[src/rtl/pidsa_pkg.sv]
package pidsa_pkg;

  localparam int unsigned CfgIdxW = 3;

  localparam logic [CfgIdxW-1:0] RegKp     = 3'd0;
  localparam logic [CfgIdxW-1:0] RegKi     = 3'd1;
  localparam logic [CfgIdxW-1:0] RegKd     = 3'd2;
  localparam logic [CfgIdxW-1:0] RegOutMin = 3'd3;
  localparam logic [CfgIdxW-1:0] RegOutMax = 3'd4;
  localparam logic [CfgIdxW-1:0] RegPvW    = 3'd5;
  localparam logic [CfgIdxW-1:0] RegDerivW = 3'd6;
  localparam logic [CfgIdxW-1:0] RegInvert = 3'd7;

  // datapath steps issued by the controller
  typedef enum logic [3:0] {
    OpIdle,
    OpLoad,
    OpOpen,
    OpPvMul,
    OpPvRnd,
    OpErr,
    OpPMul,
    OpLoDivSt,
    OpLoDivEnd,
    OpHiDivSt,
    OpHiDivEnd,
    OpIntUpd,
    OpIMul,
    OpDDivSt,
    OpDDivEnd,
    OpFinish
  } op_e;

  typedef struct packed {
    op_e  op;
    logic mul_a;
  } cmd_t;

  typedef struct packed {
    logic div_busy;
    logic is_open;
  } sts_t;

endpackage

[src/rtl/pidsa_ctrl.sv]
module pidsa_ctrl (
  input  logic            clk_i,
  input  logic            rst_ni,
  input  logic            in_valid_i,
  output logic            in_ready_o,
  output logic            out_valid_o,
  input  logic            out_ready_i,
  input  pidsa_pkg::sts_t sts_i,
  output pidsa_pkg::cmd_t cmd_o
);
  typedef enum logic [4:0] {
    StIdle, StLoad, StOpen, StPvA, StPvB, StPvR, StErr, StPMul, StLoSt, StLoW, StHiSt,
    StHiW, StInt, StIMul, StDSt, StDW, StDB, StFin, StSmooth, StOut
  } state_e;
  state_e st_q;
  logic ov_q;

  always_ff @(posedge clk_i or negedge rst_ni) begin
    if (!rst_ni) begin
      st_q <= StIdle; ov_q <= 1'b0;
    end else begin
      case (st_q)
        StIdle: if (in_valid_i) st_q <= StLoad;
        StLoad: st_q <= sts_i.is_open ? StOpen : StPvA;
        StOpen: st_q <= StFin;
        StPvA: st_q <= StPvB;
        StPvB: st_q <= StPvR;
        StPvR: st_q <= StErr;
        StErr: st_q <= StPMul;
        StPMul: st_q <= StLoSt;
        StLoSt: st_q <= StLoW;
        StLoW: if (!sts_i.div_busy) st_q <= StHiSt;
        StHiSt: st_q <= StHiW;
        StHiW: if (!sts_i.div_busy) st_q <= StInt;
        StInt: st_q <= StIMul;
        StIMul: st_q <= StDSt;
        StDSt: st_q <= StDW;
        StDW: if (!sts_i.div_busy) st_q <= StDB;
        StDB: st_q <= StSmooth;
        StSmooth: st_q <= StFin;
        StFin: begin st_q <= StOut; ov_q <= 1'b1; end
        StOut: if (out_ready_i) begin st_q <= StIdle; ov_q <= 1'b0; end
        default: st_q <= StIdle;
      endcase
    end
  end

  always_comb begin
    cmd_o.op = pidsa_pkg::OpIdle;
    cmd_o.mul_a = 1'b0;
    case (st_q)
      StIdle: if (in_valid_i) cmd_o.op = pidsa_pkg::OpLoad;
      StOpen: cmd_o.op = pidsa_pkg::OpOpen;
      StPvA: begin cmd_o.op = pidsa_pkg::OpPvMul; cmd_o.mul_a = 1'b1; end
      StPvB: cmd_o.op = pidsa_pkg::OpPvMul;
      StPvR: cmd_o.op = pidsa_pkg::OpPvRnd;
      StErr: cmd_o.op = pidsa_pkg::OpErr;
      StPMul: cmd_o.op = pidsa_pkg::OpPMul;
      StLoSt: cmd_o.op = pidsa_pkg::OpLoDivSt;
      StLoW: if (!sts_i.div_busy) cmd_o.op = pidsa_pkg::OpLoDivEnd;
      StHiSt: cmd_o.op = pidsa_pkg::OpHiDivSt;
      StHiW: if (!sts_i.div_busy) cmd_o.op = pidsa_pkg::OpHiDivEnd;
      StInt: cmd_o.op = pidsa_pkg::OpIntUpd;
      StIMul: cmd_o.op = pidsa_pkg::OpIMul;
      StDSt: cmd_o.op = pidsa_pkg::OpDDivSt;
      StDW: if (!sts_i.div_busy) begin cmd_o.op = pidsa_pkg::OpDDivEnd; cmd_o.mul_a = 1'b1; end
      StDB: cmd_o.op = pidsa_pkg::OpDDivEnd;
      StSmooth: cmd_o.op = pidsa_pkg::OpFinish;
      StFin: begin cmd_o.op = pidsa_pkg::OpFinish; cmd_o.mul_a = 1'b1; end
      default: ;
    endcase
  end

  assign in_ready_o  = (st_q == StIdle);
  assign out_valid_o = ov_q;

`ifndef NO_ASSERTIONS
  a_no_in_while_out: assert property (@(posedge clk_i) disable iff (!rst_ni)
    ov_q |-> !in_ready_o) else $error("input taken while word held");
  a_out_state: assert property (@(posedge clk_i) disable iff (!rst_ni)
    ov_q == (st_q == StOut)) else $error("valid out of step");
  a_fin_then_out: assert property (@(posedge clk_i) disable iff (!rst_ni)
    (st_q == StFin) |=> ov_q) else $error("result lost");
`endif
endmodule

[config.mk]
export PLATFORM = sky130hd
export DESIGN_NAME = pidsa_ctrl
export DESIGN_NICKNAME = d
export VERILOG_FILES = /design/src/rtl/pidsa_pkg.sv /design/src/rtl/pidsa_ctrl.sv
export SDC_FILE = /design/constraint.sdc
export NUM_CORES = 1
export LEC_CHECK = 0
export BUFFER_PORTS_ARGS = -buffer_cell sky130_fd_sc_hd__buf_4
export CAP_MARGIN = 20
export CORE_MARGIN = 2
export CORE_UTILIZATION = 45
export DETAILED_ROUTE_END_ITERATION = 12
export PLACE_DENSITY = 0.69
export SLEW_MARGIN = 10
export SYNTH_ARGS = -nofsm -noshare
export SYNTH_HDL_FRONTEND = slang
export SYNTH_SLANG_ARGS = --single-unit
[constraint.sdc]
create_clock -name clk_i -period 3.2 [get_ports clk_i]
set_clock_uncertainty 0.1 [all_clocks]
set_input_delay 0.16 -clock clk_i [delete_from_list [all_inputs] [get_ports clk_i]]
set_output_delay 0.16 -clock clk_i [all_outputs]
set_load 0.02 [all_outputs]
# Yosys cells after proc, flatten, opt, wreduce, memory -nomap -nowiden
# Cells that the tools add are included.
# word_totals
register_bits,6
romBits,0
mem_count,0
mem_bits_rw,0
inputBits,6
latchBits,0
out_inout_bits,7
elab_cells,49
# classes
shifts,0
mul,0
bitwise,0
n_eq_ne,24
n_div,0
mux,15
n_reduce_logical,8
addsub,0
order_cmp,0
# ops
op,n
5-bit case mux with 19 select lines,1
4-bit case mux with 16 select lines,1
5-bit by 4-bit equality test with 1-bit output (second input constant),8
5-bit two-way mux,6
5-bit by 3-bit equality test with 1-bit output (second input constant),4
5-bit equality test (second input constant),4
5-bit by 2-bit equality test with 1-bit output (second input constant),2
2-bit != test (second input constant),5
4-bit two-way mux,2
2-bit OR reduction,4
5-bit by 1-bit equality test with 1-bit output (second input constant),1
5-bit logical NOT,1
5-bit AND reduction,1
1-bit case mux with 2 select lines,2
1-bit two-way mux,3
2-bit AND reduction,1
2-bit nonzero test,1

# Longest topological paths before layout
# logic_depth
word_depth,3
depth_mapped,5
mapped_depth_nobuf,4

# Least setup slack after synthesis
# Ideal clock, no wire load.
# synth_path
path_type,reg-to-output
from,register st_q[2]
to,output port cmd_o[0] (netlist name)
arrival_ns,1.392
path_buffers,1
required_ns,2.940
stages_incl_launch_ff,6
setup_slack_ns,1.548
path_cell_list,dfrtp_1 -> or2_1 -> buf_2 -> o21ai_0 -> nand3b_1 -> a21boi_0
# synth_lines
item,line,text
from (decl),pidsa_ctrl.sv:15,state_e st_q;
from (signal assigned),pidsa_ctrl.sv:23,StIdle: if (in_valid_i) st_q <= StLoad;
from (signal assigned),pidsa_ctrl.sv:24,StLoad: st_q <= sts_i.is_open ? StOpen : StPvA;
from (signal assigned),pidsa_ctrl.sv:25,StOpen: st_q <= StFin;
to (decl),pidsa_ctrl.sv:9,output pidsa_pkg::cmd_t cmd_o

==> reports/results.txt <==
Final clock period utilization by the worst path: 0.616
Die footprint: 0.00165 mm²
CTS tree: yes
Setup TNS Final: 0 ps
DR WL/cell: 12.4 µm
Wire length of the first global-routing pass: 2190 µm
Type of origin of the critical path: flop
CP max FO: 17
Via count: 632
Status: completed
Unrepaired setup endpoints after global routing: false
Global router's overall resource usage: 0.198
Synth Net Count: 86
Worst EP required: 2940 ps
Slew at the pin closest to its max-slew limit: 601 ps
Max-Slew Margin vs Limit: 0.599
Max frequency: 507 MHz
Hold path cells: 4
Kind of cell with the highest combined delay on the critical path: flip-flops
Pwr dens: 1190 mW/mm²
Classification of the worst setup path: flop to output port
WHS Endpoint: out_valid_o$_DFFE_PN0P_
# Max-Cap Violations: 0
Post-synthesis instance area: 604 µm²
Number of instances in the synthesized netlist: 80
Routed Antenna Nets: 0
Most common cell after layout, fill and taps aside: sky130_fd_sc_hd__buf_4
Number of cells traversed by the worst register-to-register path: 4
Routability Congestion: 0.841
Part of the total power dissipated in combinational logic: 0.658
Die boundary height: 40.6 µm
Cell at the slowest stage of the critical path: sky130_fd_sc_hd__dfrtp_1
Ys Warns: 0
Placed wire-length estimate after detailed placement: 955 µm
Register-to-register setup slack: 1320 ps
Cell breakdown of the critical path: nand2_1 > nor2_1 > o21ai_0 > o31ai_1 > buf_4
Clock latency reported for the late side of the worst-skew pair: 230 ps
Flop and latch count out of synthesis: 6
Floorplan row count: 13
Io pins: 13
Static Leak: 0.294 nW
Area of the core: 0.00128 mm²
Peak supply drop: 0.000567 V
Relative contribution of sequential cells to total power: 0.266
Final setup violation count: 0
Switching power total: 0.000429 W
Sequential fraction of the synthesis area: 0.248
Post-CTS repair timing setup buffer count: 0
Number of distinct library cell variants in the gate-level netlist after synthesis: 33
Violation count after the first detailed-routing iteration: 17
Element type at the critical path end: output port
Routed WL: 1280 µm
Switching Fraction: 0.513
Main area contributors after synthesis: sky130_fd_sc_hd__dfrtp_1 25%, sky130_fd_sc_hd__nor2b_1 6.2%, sky130_fd_sc_hd__a21oi_1 5.8%, sky130_fd_sc_hd__o21ai_0 5.8%, sky130_fd_sc_hd__buf_2 5.0%
Average vias per placed instance: 6.14
Reg-to-reg critical path endpoint: st_q[1]$_DFFE_PN0P_
Library cell occupying the most area in the post-synthesis netlist: sky130_fd_sc_hd__dfrtp_1
Max incr delay on CP: 630 ps
Area of all placed cells without fillers: 701 µm²
P&R area growth vs syn: 15.9%
Count of flip-flops with a built-in enable after synthesis: 0
Number of buffers on the longest clock path: 2
Crit path DAT: 1710 ps
Initial antenna violation count: 0
Die outline width: 40.6 µm
Synth async-reset ratio: 1.00
Power, Total: 0.000837 W
Worst path bufs/invs: 1
Commonest cells after routing, fill and taps aside: 12 x sky130_fd_sc_hd__buf_4, 7 x sky130_fd_sc_hd__a21oi_1, 7 x sky130_fd_sc_hd__o21ai_0
Clock network power share: 0.076
Syn_area_per_cell: 7.55 µm²
DRC: 0
Total of buffers placed on input and output ports: 12
Worst setup path startpoint: st_q[1]$_DFFE_PN0P_
Startpoint of the worst register-to-register path: st_q[4]$_DFFE_PN0P_
Initial core utilization: 0.470
First drt pass iteration count: 4
Vias in the first global route: 500
Final hold viol count: 0
Area share of the largest cell type after synthesis: 0.248
Antenna diode instance count: 0
Hold_sp: out_ready_i
CTS Buf Count: 3
Fraction of layout cells with a size suffix above 1: 0.227
Post-detailed-placement cell area: 668 µm²
Number of filler instances in the final layout: 126
Total congestion overflow: 0
Clock H-tree levels: 1
Final-report max-slew violation count: 0
Internal Power: 0.000407 W
Class of the tightest hold or removal check: primary input to flop
Clock Root Buffer: sky130_fd_sc_hd__clkbuf_4
Leading register cell type out of synthesis: sky130_fd_sc_hd__dfrtp_1
Largest net degree at the start of global routing: 22
Resized cells post-CTS: 0
Net count reported at finish: 96
Clock slew seen by the registers of the worst setup and hold paths: 40 ps
Final critical-path required period: 1970 ps
Total number of clock tree sinks: 6
==> worst register-to-register path: cells and delay by family (launching register included) <==
kind,cells,cell delay (ps)
compound gates,1,80
flops,1,590
mux,1,320
simple gates,2,670
==> state kept, by name (all words and copies together), names as in the netlist <==
register     flops
out_valid_o      1
st_q             5
==> synth_stat cells, types with 2 or more instances <==
cell	number
sky130_fd_sc_hd__a21oi_1	7
sky130_fd_sc_hd__o21ai_0	7
sky130_fd_sc_hd__buf_2	6
sky130_fd_sc_hd__dfrtp_1	6
sky130_fd_sc_hd__nor2b_1	6
sky130_fd_sc_hd__nor3_1	6
sky130_fd_sc_hd__nor2_1	5
sky130_fd_sc_hd__nand3_1	4
sky130_fd_sc_hd__nand2_1	3
sky130_fd_sc_hd__a21o_1	2
sky130_fd_sc_hd__a31oi_1	2
sky130_fd_sc_hd__inv_1	2
sky130_fd_sc_hd__o22ai_1	2
sky130_fd_sc_hd__o31ai_1	2
sky130_fd_sc_hd__or2_1	2
==> routing by layer <==
metal / vias to the layer above / part of all wire / track usage
met2: 18 / 0.49 / 0.306
met5: - / 0 / 0
met1: 297 / 0.46 / 0.282
met4: 0 / 0 / 0.0500
met3: 0 / 0.049 / 0.0326
li1: 317 / - / -
==> per-stage QoR <==
step	setup WS, ps	util	instances	hold WS [ps]
after floorplan	1550	-	80	-236
after global placement	1370	0.520	99	-130
after detailed placement	1350	0.520	99	-131
after CTS	1230	0.545	103	140
after global routing	1010	0.545	103	150
final	1230	0.545	103	146
==> cell type report <==
cell class,count,area (µm²),share of cell area
Multi-Input combinational cell,64,402,0.573
Clock buffer,3,22.5,0.0321
Sequential cell,6,150,0.214
Timing Repair Buffer,13,100,0.143
Inverter,2,7.51,0.0107
Tap cell,15,18.8,0.0268
==> cell families after synthesis <==
logic type             share of synthesized area
AOI/OAI and AO/OA                          0.284
buffers and inverters                     0.0870
DFF                                        0.248
muxes                                     0.0248
and+or+nand+nor                            0.356
==> how the worst max path moves through the flow <==
| stage | to | slack (ps) | cells after the start |
|---|---|---|---|
| floorplan | cmd_o[0] | 1550 | 5 |
| global placement | st_q[1]$_DFFE_PN0P_ | 1370 | 4 |
| detailed placement | st_q[1]$_DFFE_PN0P_ | 1350 | 4 |
| CTS | cmd_o[3] | 1230 | 5 |
| global route | cmd_o[3] | 1010 | 5 |
| finish | cmd_o[1] | 1230 | 5 |
==> what timing repair did <==
item,CTS,global route
hold buffers,1,0
endpoints found under the hold margin,6,0
setup endpoints to repair,0,0
==> power by group through the flow <==
stage / combinational [W] / sequential (W) / clock (W)
6_report: 0.000550 / 0.000223 / 0.0000634
5_1_grt: 0.000613 / 0.000236 / 0.0000743
4_1_cts: 0.000554 / 0.000220 / 0.0000676
3_5_place_dp: 0.000550 / 0.000221 / 0
3_3_place_gp: 0.000552 / 0.000222 / 0
2_1_floorplan: 0.000488 / 0.000147 / 0
Note: power is estimated with default switching activity, not from simulation.
